## src/rtl/i8wdp_pkg.sv

```systemverilog
`default_nettype none
package i8wdp_pkg;
  localparam int Lanes    = 4;
  localparam int ActW     = 16;
  localparam int WtW      = 8;
  localparam int ProdW    = ActW + WtW;
  localparam int SumW     = ProdW + $clog2(Lanes) + 1;
  localparam int AccW     = 40;
  localparam int AccLoW   = 24;
  localparam int AccHiW   = AccW - AccLoW;
  localparam int MantW    = 16;
  localparam int ShiftW   = 6;
  localparam int PhiW     = AccHiW + MantW + 1;
  localparam int PloW     = AccLoW + MantW;
  localparam int FullW    = 64;
  localparam int OutW     = 32;
  localparam int InDataW  = Lanes * (ActW + WtW);
  localparam int CfgIdxW  = 2;
  localparam int CfgDataW = 16;

  localparam logic [CfgIdxW-1:0] RegScaleMantissa = 2'd0;
  localparam logic [CfgIdxW-1:0] RegScaleShift    = 2'd1;

  localparam logic [MantW-1:0]  MantReset  = 16'd32768;
  localparam logic [ShiftW-1:0] ShiftReset = 6'd15;

  typedef struct packed {
    logic valid;
    logic last;
  } lane_ctl_t;

  typedef struct packed {
    logic                   valid;
    logic signed [AccW-1:0] acc;
  } acc_res_t;
endpackage
`default_nettype wire

```

## src/rtl/i8wdp_lane.sv

```systemverilog
`default_nettype none
module i8wdp_lane (
  input  wire logic                                  clk_i,
  input  wire logic                                  en_i,
  input  wire logic signed [i8wdp_pkg::ActW-1:0]     act_i,
  input  wire logic signed [i8wdp_pkg::WtW-1:0]      wt_i,
  output logic signed [i8wdp_pkg::ProdW-1:0]         prod_o
);
  logic signed [i8wdp_pkg::ProdW-1:0] prod_d, prod_q;

  assign prod_d = i8wdp_pkg::ProdW'(act_i) * i8wdp_pkg::ProdW'(wt_i);

  always_ff @(posedge clk_i) begin
    if (en_i) begin
      prod_q <= prod_d;
    end
  end

  assign prod_o = prod_q;
endmodule
`default_nettype wire

```

## src/rtl/i8wdp_accum.sv

```systemverilog
`default_nettype none
module i8wdp_accum (
  input  wire logic                                  clk_i,
  input  wire logic                                  rst_ni,
  input  wire logic                                  en_i,
  input  wire i8wdp_pkg::lane_ctl_t                  ctl_i,
  input  wire logic signed [i8wdp_pkg::ProdW-1:0]    prod_i [i8wdp_pkg::Lanes],
  output i8wdp_pkg::acc_res_t                        res_o
);
  logic signed [i8wdp_pkg::SumW-1:0] sum;
  logic signed [i8wdp_pkg::AccW-1:0] total;
  logic signed [i8wdp_pkg::AccW-1:0] acc_d, acc_q;
  logic signed [i8wdp_pkg::AccW-1:0] res_acc_q;
  logic                              res_v_d, res_v_q;

  always_comb begin
    sum = '0;
    for (int i = 0; i < i8wdp_pkg::Lanes; i++) begin
      sum = sum + i8wdp_pkg::SumW'(prod_i[i]);
    end
  end

  assign total   = acc_q + i8wdp_pkg::AccW'(sum);
  assign res_v_d = ctl_i.valid && ctl_i.last;
  assign acc_d   = ctl_i.last ? '0 : total;

  always_ff @(posedge clk_i or negedge rst_ni) begin
    if (!rst_ni) begin
      acc_q   <= '0;
      res_v_q <= 1'b0;
    end else if (en_i) begin
      res_v_q <= res_v_d;
      if (ctl_i.valid) begin
        acc_q <= acc_d;
      end
    end
  end

  always_ff @(posedge clk_i) begin
    if (en_i && res_v_d) begin
      res_acc_q <= total;
    end
  end

  assign res_o.valid = res_v_q;
  assign res_o.acc   = res_acc_q;
endmodule
`default_nettype wire

```

## src/rtl/i8wdp_scale.sv

```systemverilog
`default_nettype none
module i8wdp_scale (
  input  wire logic                                  clk_i,
  input  wire logic                                  rst_ni,
  input  wire logic                                  en_i,
  input  wire i8wdp_pkg::acc_res_t                   res_i,
  input  wire logic [i8wdp_pkg::MantW-1:0]           mant_i,
  input  wire logic [i8wdp_pkg::ShiftW-1:0]          shift_i,
  output logic                                       valid_o,
  output logic [i8wdp_pkg::OutW-1:0]                 dot_o,
  output logic                                       sat_o
);
  localparam int SatW = i8wdp_pkg::FullW - i8wdp_pkg::OutW + 1;

  logic signed [i8wdp_pkg::PhiW-1:0]  phi_d, phi_q;
  logic [i8wdp_pkg::PloW-1:0]         plo_d, plo_q;
  logic                               v1_q, v2_q, out_v_q;
  logic signed [i8wdp_pkg::FullW-1:0] full, rnd, rnd_d, rnd_q, shifted;
  logic [SatW-1:0]                    top_bits;
  logic                               sat_d;
  logic [i8wdp_pkg::OutW-1:0]         dot_d;
  logic [i8wdp_pkg::OutW-1:0]         dot_q;
  logic                               sat_q;

  assign phi_d = $signed(res_i.acc[i8wdp_pkg::AccW-1:i8wdp_pkg::AccLoW])
               * $signed({1'b0, mant_i});
  assign plo_d = i8wdp_pkg::PloW'(res_i.acc[i8wdp_pkg::AccLoW-1:0]) * i8wdp_pkg::PloW'(mant_i);

  assign full  = (i8wdp_pkg::FullW'(phi_q) <<< i8wdp_pkg::AccLoW)
               + $signed(i8wdp_pkg::FullW'(plo_q));
  assign rnd   = (shift_i == '0) ? '0
               : $signed(i8wdp_pkg::FullW'(1) << (shift_i - i8wdp_pkg::ShiftW'(1)));
  assign rnd_d = full + rnd;

  assign shifted  = rnd_q >>> shift_i;
  assign top_bits = shifted[i8wdp_pkg::FullW-1:i8wdp_pkg::OutW-1];
  assign sat_d    = !((top_bits == '0) || (top_bits == '1));
  assign dot_d    = !sat_d ? shifted[i8wdp_pkg::OutW-1:0]
                  : (shifted[i8wdp_pkg::FullW-1] ? {1'b1, {(i8wdp_pkg::OutW-1){1'b0}}}
                                                 : {1'b0, {(i8wdp_pkg::OutW-1){1'b1}}});

  always_ff @(posedge clk_i or negedge rst_ni) begin
    if (!rst_ni) begin
      v1_q    <= 1'b0;
      v2_q    <= 1'b0;
      out_v_q <= 1'b0;
    end else if (en_i) begin
      v1_q    <= res_i.valid;
      v2_q    <= v1_q;
      out_v_q <= v2_q;
    end
  end

  always_ff @(posedge clk_i) begin
    if (en_i) begin
      if (res_i.valid) begin
        phi_q <= phi_d;
        plo_q <= plo_d;
      end
      if (v1_q) begin
        rnd_q <= rnd_d;
      end
      if (v2_q) begin
        dot_q <= dot_d;
        sat_q <= sat_d;
      end
    end
  end

  assign valid_o = out_v_q;
  assign dot_o   = dot_q;
  assign sat_o   = sat_q;
endmodule
`default_nettype wire

```

## src/rtl/int8_weight_dot_product_scaled.sv

```systemverilog
// Int8-weight dot-product engine with fixed-point dequantization.
// Input stream (s_axis): one beat carries four Q8.8 activations and four int8
// weights; tlast marks the final beat of a row. Each beat's lane products are
// summed into a 40-bit accumulator; beats without tlast produce no output.
// Output stream (m_axis): one beat per row, the accumulator times
// scale_mantissa, shifted right by scale_shift with round-half-up, saturated
// to 32 bits; tuser flags saturation.
// Throughput: one input beat per cycle unless stalled; four lane multipliers
// work in parallel and only the accumulator add loops back between beats.
// Pipeline: the row result is registered after lane multiply, accumulate,
// split scale multiply, round, and shift/saturate, in that order.
// Stall: the whole pipeline holds while an output beat waits; s_axis_tready
// drops in that case and rises again in the cycle m_axis_tready is high.
// Reset: accumulator cleared, pipeline empty, scale_mantissa = 32768 and
// scale_shift = 15 (unity scale). Write the scale registers only while idle.
`default_nettype none
module int8_weight_dot_product_scaled (
  input  wire logic                                clk_i,
  input  wire logic                                rst_ni,
  input  wire logic                                cfg_we_i,
  input  wire logic [i8wdp_pkg::CfgIdxW-1:0]       cfg_idx_i,
  input  wire logic [i8wdp_pkg::CfgDataW-1:0]      cfg_wdata_i,
  input  wire logic                                s_axis_tvalid,
  output logic                                     s_axis_tready,
  // act_0, act_1, act_2, act_3, wt_0, wt_1, wt_2, wt_3
  input  wire logic [i8wdp_pkg::InDataW-1:0]       s_axis_tdata,
  input  wire logic                                s_axis_tlast,
  output logic                                     m_axis_tvalid,
  input  wire logic                                m_axis_tready,
  // dot_value
  output logic [i8wdp_pkg::OutW-1:0]               m_axis_tdata,
  // saturated
  output logic                                     m_axis_tuser
);
  logic [i8wdp_pkg::MantW-1:0]        mant_q;
  logic [i8wdp_pkg::ShiftW-1:0]       shift_q;
  logic                               en;
  i8wdp_pkg::lane_ctl_t               ctl_d, ctl_q;
  logic signed [i8wdp_pkg::ProdW-1:0] prod [i8wdp_pkg::Lanes];
  i8wdp_pkg::acc_res_t                res;

  assign en            = !m_axis_tvalid || m_axis_tready;
  assign s_axis_tready = en;
  assign ctl_d.valid   = s_axis_tvalid;
  assign ctl_d.last    = s_axis_tlast;

  always_ff @(posedge clk_i or negedge rst_ni) begin
    if (!rst_ni) begin
      mant_q  <= i8wdp_pkg::MantReset;
      shift_q <= i8wdp_pkg::ShiftReset;
      ctl_q   <= '0;
    end else begin
      if (cfg_we_i) begin
        unique case (cfg_idx_i)
          i8wdp_pkg::RegScaleMantissa: mant_q <= cfg_wdata_i[i8wdp_pkg::MantW-1:0];
          i8wdp_pkg::RegScaleShift:    shift_q <= cfg_wdata_i[i8wdp_pkg::ShiftW-1:0];
          default: ;
        endcase
      end
      if (en) begin
        ctl_q <= ctl_d;
      end
    end
  end

  for (genvar g = 0; g < i8wdp_pkg::Lanes; g++) begin : g_lane
    i8wdp_lane u_lane (
      .clk_i  (clk_i),
      .en_i   (en),
      .act_i  ($signed(s_axis_tdata[g*i8wdp_pkg::ActW +: i8wdp_pkg::ActW])),
      .wt_i   ($signed(s_axis_tdata[i8wdp_pkg::Lanes*i8wdp_pkg::ActW + g*i8wdp_pkg::WtW
                                    +: i8wdp_pkg::WtW])),
      .prod_o (prod[g])
    );
  end

  i8wdp_accum u_accum (
    .clk_i  (clk_i),
    .rst_ni (rst_ni),
    .en_i   (en),
    .ctl_i  (ctl_q),
    .prod_i (prod),
    .res_o  (res)
  );

  i8wdp_scale u_scale (
    .clk_i   (clk_i),
    .rst_ni  (rst_ni),
    .en_i    (en),
    .res_i   (res),
    .mant_i  (mant_q),
    .shift_i (shift_q),
    .valid_o (m_axis_tvalid),
    .dot_o   (m_axis_tdata),
    .sat_o   (m_axis_tuser)
  );
endmodule
`default_nettype wire

```

## config.mk

```make
export PLATFORM = sky130hd
export DESIGN_NAME = int8_weight_dot_product_scaled
export DESIGN_NICKNAME = d
export VERILOG_FILES = /design/src/rtl/i8wdp_pkg.sv /design/src/rtl/i8wdp_lane.sv /design/src/rtl/i8wdp_accum.sv /design/src/rtl/i8wdp_scale.sv /design/src/rtl/int8_weight_dot_product_scaled.sv
export SDC_FILE = /design/constraint.sdc
export NUM_CORES = 2
export LEC_CHECK = 0
export ABC_AREA = 1
export BUFFER_PORTS_ARGS = -buffer_cell sky130_fd_sc_hd__buf_2
export CORE_MARGIN = 4
export CORE_UTILIZATION = 30
export CTS_CLUSTER_DIAMETER = 200
export CTS_CLUSTER_SIZE = 10
export DETAILED_ROUTE_END_ITERATION = 6
export PLACE_DENSITY = 0.55
export SKIP_CTS_REPAIR_TIMING = 1
export SYNTH_ARGS = -nofsm -noshare
export SYNTH_HDL_FRONTEND = slang
export SYNTH_SLANG_ARGS = --single-unit
```

## constraint.sdc

```tcl
create_clock -name clk_i -period 6.75 [get_ports clk_i]
set_input_delay 1.35 -clock clk_i [delete_from_list [all_inputs] [get_ports clk_i]]
set_output_delay 1.35 -clock clk_i [all_outputs]
set_load 0.05 [all_outputs]
```

---- Yosys cells after proc, flatten, opt, wreduce, memory -nomap -nowiden ----
Cells that the tools add are included.
storage, ports and cells
  register bits ........................... 374
  bits in latches ......................... 0
  bits in writable memories ............... 0
  ROM bits ................................ 0
  input bits .............................. 120
  output and inout bits ................... 35
  logic and storage cells ................. 55
  memories ................................ 0
cells by class
  add/sub/neg operators ................... 7
  $mul .................................... 6
  divide/modulo/power cells ............... 0
  magnitude comparators ................... 0
  equality and inequality tests ........... 2
  shift-type cells ........................ 2
  mux-type cells .......................... 4
  bitwise logic cells ..................... 0
  reductions and logical operators ........ 15
operators by type and width
  kind                                                                number
  16-bit by 8-bit multiplier with 24-bit output                       4
  64-bit adder                                                        1
  32-bit 2-to-1 mux                                                   2
  64-bit 2-to-1 mux                                                   1
  1-bit by 6-bit left shift with 64-bit output, first input constant  1
  64-bit by 6-bit >>> shifter with 64-bit output                      1
  57-bit by 41-bit adder with 58-bit output                           1
  40-bit by 27-bit adder with 40-bit output                           1
  24-bit by 16-bit multiplier with 40-bit output                      1
  40-bit 2-to-1 mux                                                   1
  33-bit == test, second input constant                               1
  33-bit zero test                                                    1
  16-bit by 17-bit multiplier with 33-bit output                      1
  27-bit by 24-bit adder with 27-bit output                           1
  25-bit by 24-bit adder with 26-bit output                           1
  24-bit by 24-bit adder with 25-bit output                           1
  2-bit AND reduction                                                 6
  6-bit zero test                                                     1
  6-bit by 1-bit subtractor with 6-bit output, second input constant  1
  2-bit by 1-bit == test with 1-bit output, second input constant     1
  1-bit logical AND                                                   2
  1-bit zero test                                                     2
  2-bit zero test                                                     1
  1-bit logical OR                                                    2

---- Longest topological paths before layout ----
  depth after elaboration ................. 5
  depth in mapped cells ................... 37
  mapped depth without buffers ............ 37

---- Cells and area by module ----
From an unflattened synthesis, not the netlist that was laid out.
second synthesis, totals
  cell total of the unflattened synthesis .. 9383
  area, all modules ....................... 70009.6 sq um
modules (own cells, without submodules)
  module                             instances  cells an instance  area an instance (sq um)  seq. area each (sq um)
  i8wdp_scale                        1          4997               36996.7                   5180.0
  i8wdp_lane (g_lane[0].u_lane ...)  3          793                5910.7                    720.7
  i8wdp_accum                        1          1118               8400.6                    2227.1
  i8wdp_lane (g_lane[3].u_lane)      1          782                5878.1                    720.7
  int8_weight_dot_product_scaled     1          107                1002.2                    606.8

---- Worst setup path before layout ----
No wires, ideal clock.
  kind .................................... register -> register
  start ................................... reg g_lane[1].u_lane.prod_q, in the netlist g_lane[1].u_lane.prod_o[1]
  end ..................................... reg u_accum.res_acc_q[31] in the netlist's numbering (data pin)
  setup time .............................. 0.255 ns
  arrival ................................. 5.937 ns
  data required time ...................... 6.495 ns
  setup slack ............................. 0.559 ns
  cell stages (with the launch flop) ...... 33
  path buffers ............................ 0
  period minus slack after synthesis ...... 6.191 ns
  cell sequence ........................... edfxtp_1 -> inv_1 -> fa_1 -> inv_1 -> ha_1 -> inv_1 -> fa_1 -> o21ai_0 -> a21boi_0 -> o21ai_0 -> a21oi_1 -> o21ai_0 -> a21oi_1 -> xnor2_1 -> ha_1 -> a21oi_1 -> o21ai_0 -> a21oi_1 -> nor2_1 -> nor3_1 -> nand2_1 -> nand2_1 -> nand2_1 -> ha_1 -> a21o_1 -> a31oi_1 -> o21ai_0 -> a21oi_1 -> nand2_1 -> nand2_1 -> nand2_1 -> or2_2 -> and2_1
between the ends
  longest elaborated chain between the ends .. 4
ends and longest elaborated chain
  what                                       RTL line           source
  from (decl)                                i8wdp_lane.sv:9    logic signed [i8wdp_pkg::ProdW-1:0] prod_d, prod_q;
  from (signal assigned)                     i8wdp_lane.sv:15   prod_q <= prod_d;
  24-bit by 24-bit adder with 25-bit output  i8wdp_accum.sv:19  sum = sum + i8wdp_pkg::SumW'(prod_i[i]);
  25-bit by 24-bit adder with 26-bit output  i8wdp_accum.sv:19
  27-bit by 24-bit adder with 27-bit output  i8wdp_accum.sv:19
  40-bit by 27-bit adder with 40-bit output  i8wdp_accum.sv:23  assign total = acc_q + i8wdp_pkg::AccW'(sum);
  net u_accum.total, one bit                 i8wdp_accum.sv:11  logic signed [i8wdp_pkg::AccW-1:0] total;
  to (signal assigned)                       i8wdp_accum.sv:41  res_acc_q <= total;
  to (decl)                                  i8wdp_accum.sv:13  logic signed [i8wdp_pkg::AccW-1:0] res_acc_q;
The timed path passes the listed nets, and every way through them passes these cells.
A chain may end at the register's enable or synchronous reset.

---- Final worst setup path ----
  start ................................... reg mant_q[2] in the netlist's numbering
  end ..................................... reg u_scale.plo_q[32] in the netlist's numbering (data pin)
between the ends
  longest elaborated chain between the ends .. 1
ends and longest elaborated chain
  what                                            RTL line                              source
  from (decl)                                     int8_weight_dot_product_scaled.sv:35  logic [i8wdp_pkg::MantW-1:0] mant_q;
  from (signal assigned)                          int8_weight_dot_product_scaled.sv:49  mant_q <= i8wdp_pkg::MantReset;
  from (signal assigned)                          int8_weight_dot_product_scaled.sv:55  i8wdp_pkg::RegScaleMantissa: mant_q <= cfg_wdata_i[i8wdp_pkg::MantW-1:0];
  24-bit by 16-bit multiplier with 40-bit output  i8wdp_scale.sv:27                     assign plo_d = i8wdp_pkg::PloW'(res_i.acc[i8wdp_pkg::AccLoW-1:0]) * i8wdp_pkg::PloW'(mant_i);
  net u_scale.plo_d, one bit                      i8wdp_scale.sv:16                     logic [i8wdp_pkg::PloW-1:0] plo_d, plo_q;
  to (signal assigned)                            i8wdp_scale.sv:58                     plo_q <= plo_d;
  to (decl)                                       i8wdp_scale.sv:16
The timed path passes the listed nets, and every way through them passes these cells.

==> results.md <==
* Share of the clock period used by the worst path at 94.7%
* Clock period minus final worst setup slack at 6.39 ns
* GR Overflow Total at 0
* Family of cells with the greatest summed delay on the critical path: adder cells
* I/O pins at 155
* Critical path buffer and inverter count at 8
* Avg Inst Size Synth at 7.75 µm²
* Worst slew margin relative to its limit at 27.2%
* Number of setup violations in the final report at 0
* Reg-to-reg critical path startpoint: mant_q[2]
* Clock transition at the registers of the reported paths at 0.07 ns
* Top sig layer: met5
* Number of sinks handled by clock tree synthesis at 374
* Area occupied by multi-input gates at 47,600 µm²
* Path depth of the worst reg2reg path at 24
* Initial DRC Count at 3,117
* Nets at 10,306
* Final hold violation count at 0
* Synthesized instance count at 8,688
* Clock buffer count from CTS at 44
* Max cap viols at 0
* Crit end category: flip-flop
* Post-synth EDFFs at 306
* Final count of pins violating max slew at 0
* Hold slack final at 0.489 ns
* Signed area change from the synthesized netlist to the final layout at 8.22%
* Share of the synthesized area in the top cell type at 28.0%
* Actual slew at the worst max-slew pin at 1.09 ns
* Type of the worst setup path: flip-flop to flip-flop
* Endpoint of the worst hold-timing path: u_accum.acc_q[35]
* Standard-cell rows at 173
* Number of vias after detailed routing at 55,112
* Number of cells on the critical path at 24
* Highest net fanout along the worst path at 24
* Net Count, Synth at 10,340
* Remaining antenna violation count after routing at 0
* Crit path DAT at 6.77 ns
* Required time of the critical path at 7.13 ns
* Crit-path cells: buf_4, nand2_1, inv_1, fa_1, inv_1, fa_1, inv_1, ha_1, inv_1, fa_1, inv_1, fa_1, inv_1, fa_1, inv_1, ha_1, a21oi_1, o21ai_0, a21oi_1, a21boi_0, o21ai_0, nand4_1, nand2_1, xor2_1
* Max Clock Skew at 0.0411 ns
* Largest cells by area after synthesis: sky130_fd_sc_hd__fa_1, sky130_fd_sc_hd__edfxtp_1, sky130_fd_sc_hd__nand2_1, sky130_fd_sc_hd__ha_1, sky130_fd_sc_hd__inv_1
* Capture instance of the worst register-to-register path: u_scale.plo_q[32]
* Top cell type by total area after synthesis: sky130_fd_sc_hd__fa_1
* Buffer type at the clock tree root: sky130_fd_sc_hd__clkbuf_16
* Initial DRT Pass Iterations at 6
* Max frequency at 157 MHz
* Pin count of the biggest net entering global routing at 69
* Startpoint type of the worst setup path: flip-flop
* HPWL after detailed placement at 165,000 µm
* Die outline area at 232,000 µm²
* Placeable core region at 223,000 µm²
* Die height at 482 µm
* Unique cell type count in the Yosys netlist at 58
* Share of synthesized flip-flops with an asynchronous set or reset at 18.2%
* Detailed-route DRC error count at 0
* Post-synthesis instance area at 67,300 µm²
* Most frequent standard cell in the layout excluding fill and tap cells: sky130_fd_sc_hd__nand2_1
* Total length of routed wires at 196,000 µm
* Worst Min Path Start: u_accum.acc_q[35]
* H-tree levels at 2
* Sequential fraction of the synthesis area at 16.2%
* Top flip-flop cell by instance count after synthesis: sky130_fd_sc_hd__edfxtp_1
* TritonCTS clock tree: yes
* Outcome: completed
* Global-route usage over all layers at 17.0%
* Count of buffers inserted at the top-level ports at 154
* Vias in the first global route at 58,284
* Antenna violations before repair at 18
* Largest incremental delay on the critical path at 0.84 ns
* Seq. cell area at 10,900 µm²
* Path category of the worst min-delay check: flip-flop to flip-flop
* Slack of the worst reg-to-reg path at 0.36 ns
* Horizontal die dimension at 482 µm
* Vias per cell at 4.72
* Cell depth of the worst min-delay path at 2
* Maximum number of buffers from clock root to sink at 3
* Routed length on met1 at 82,500 µm
* YS warnings at 0
* RSZ-0062 raised after global routing: false
* Initial Util at 30.2%
* Detail Route met2 WL at 98,000 µm
* Wire length per cell at 16.8 µm
* Highest-count cells in the layout ignoring fill and taps: sky130_fd_sc_hd__nand2_1, sky130_fd_sc_hd__inv_1, sky130_fd_sc_hd__fa_1
* Critical-path cell with the highest stage delay: sky130_fd_sc_hd__dfrtp_1
* Filler cell count at 23,713
* Sum of negative setup slack at 0 ns
* Most common cell type on the critical path: sky130_fd_sc_hd__inv_1
* Met3 WL at 7660 µm
* Wire length of the first global-routing pass at 317,000 µm
* Share of final-layout standard cells stronger than drive strength 1 at 5.28%
* Post-synthesis register bit count at 374
* Final weighted congestion in routability-driven placement at 0.970
* Clk_lat worst skew at 0.65 ns
==> Yosys cell counts (20+ instances only) <==
cell,count
sky130_fd_sc_hd__nand2_1,2129
sky130_fd_sc_hd__inv_1,1944
sky130_fd_sc_hd__fa_1,941
sky130_fd_sc_hd__ha_1,591
sky130_fd_sc_hd__nand3_1,413
sky130_fd_sc_hd__nor2_1,401
sky130_fd_sc_hd__a21oi_1,375
sky130_fd_sc_hd__clkbuf_1,313
sky130_fd_sc_hd__edfxtp_1,306
sky130_fd_sc_hd__o21ai_0,299
sky130_fd_sc_hd__xor2_1,218
sky130_fd_sc_hd__xnor2_1,111
sky130_fd_sc_hd__a31oi_1,82
sky130_fd_sc_hd__or2_2,79
sky130_fd_sc_hd__dfrtp_1,63
sky130_fd_sc_hd__nor3_1,46
sky130_fd_sc_hd__nand4_1,36
sky130_fd_sc_hd__a21o_1,32
sky130_fd_sc_hd__o21bai_1,31
sky130_fd_sc_hd__nor4_1,29
sky130_fd_sc_hd__o211ai_1,29
sky130_fd_sc_hd__buf_2,24
sky130_fd_sc_hd__buf_1,21
sky130_fd_sc_hd__a22o_1,20
==> tightest hold or removal path: cells and delay by family, from the launching register on <==
family	cells	cell delay, ns
DFF	1	0.35
and+or+nand+nor	2	0.11
==> routing by layer <==
layer	global-route usage [%]	vias to the layer above
li1	-	26523
met1	20.9	27108
met2	30.7	1160
met3	1.69	313
met4	5.95	8
met5	0	-
==> cell type report <==
| type | instances | share of cell area [%] |
|---|---|---|
| sequential | 374 | 15.0 |
| inverter | 1950 | 10.1 |
| multi-input combinational | 5991 | 65.4 |
| clock inverter | 3 | 0.0464 |
| timing repair buffer | 293 | 2.65 |
| tap | 2975 | 5.11 |
| clock buffer | 79 | 1.76 |
| antenna | 7 | 0.0240 |
==> worst max path at each step <==
stage               slack, ns                        from                     to
detailed placement       0.14  g_lane[1].u_lane.prod_o[1]  u_accum.res_acc_q[32]
global placement         0.16  g_lane[1].u_lane.prod_o[1]  u_accum.res_acc_q[31]
global route            0.005        u_accum.res_acc_q[5]      u_scale.plo_q[32]
floorplan                0.56  g_lane[1].u_lane.prod_o[1]  u_accum.res_acc_q[31]
finish                   0.36                   mant_q[2]      u_scale.plo_q[32]
CTS                       0.1  g_lane[1].u_lane.prod_o[1]  u_accum.res_acc_q[32]
==> cell families (layout without fill, tap and decap cells) <==
logic type / count (synthesis) / in the layout / synth area share, %
AOI/OAI and AO/OA: 948 / 948 / 7.99
xor gates and xnor gates: 329 / 329 / 4.28
adders and majority gates: 1532 / 1532 / 39.0
buffers and inverters: 2323 / 2325 / 13.1
DFF: 374 / 374 / 16.2
muxes: 15 / 15 / 0.242
other: 0 / 7 / 0
and+or+nand+nor: 3167 / 3167 / 19.2
==> metrics by stage <==
| stage | setup slack, ns | cells | area [µm²] | util [%] |
|---|---|---|---|---|
| finish | 0.361 | 11672 | 72800 | 32.7 |
| global route | 0.00497 | 11667 | 72800 | 32.7 |
| CTS | 0.0951 | 11665 | 72800 | 32.7 |
| detailed placement | 0.136 | 11583 | 71500 | 32.1 |
| global placement | 0.161 | 11583 | 71500 | 32.1 |
| floorplan | 0.559 | 8688 | 67300 | - |
==> sequential cells by signal, summed over array words and instances (netlist names) <==
signal,count
u_scale.plo_q,40
u_scale.phi_q,33
ctl_q,2
u_accum.res_acc_q,40
u_accum.res_v_q,1
mant_q,16
g_lane.u_lane.prod_o,96
u_scale.valid_o,1
u_scale.sat_o,1
u_scale.v2_q,1
u_accum.acc_q,40
u_scale.dot_o,32
shift_q,6
u_scale.v1_q,1
u_scale.rnd_q,64
Power is not shown: default switching activity piles up to over one toggle a cycle in this logic, so the estimate is an artifact.
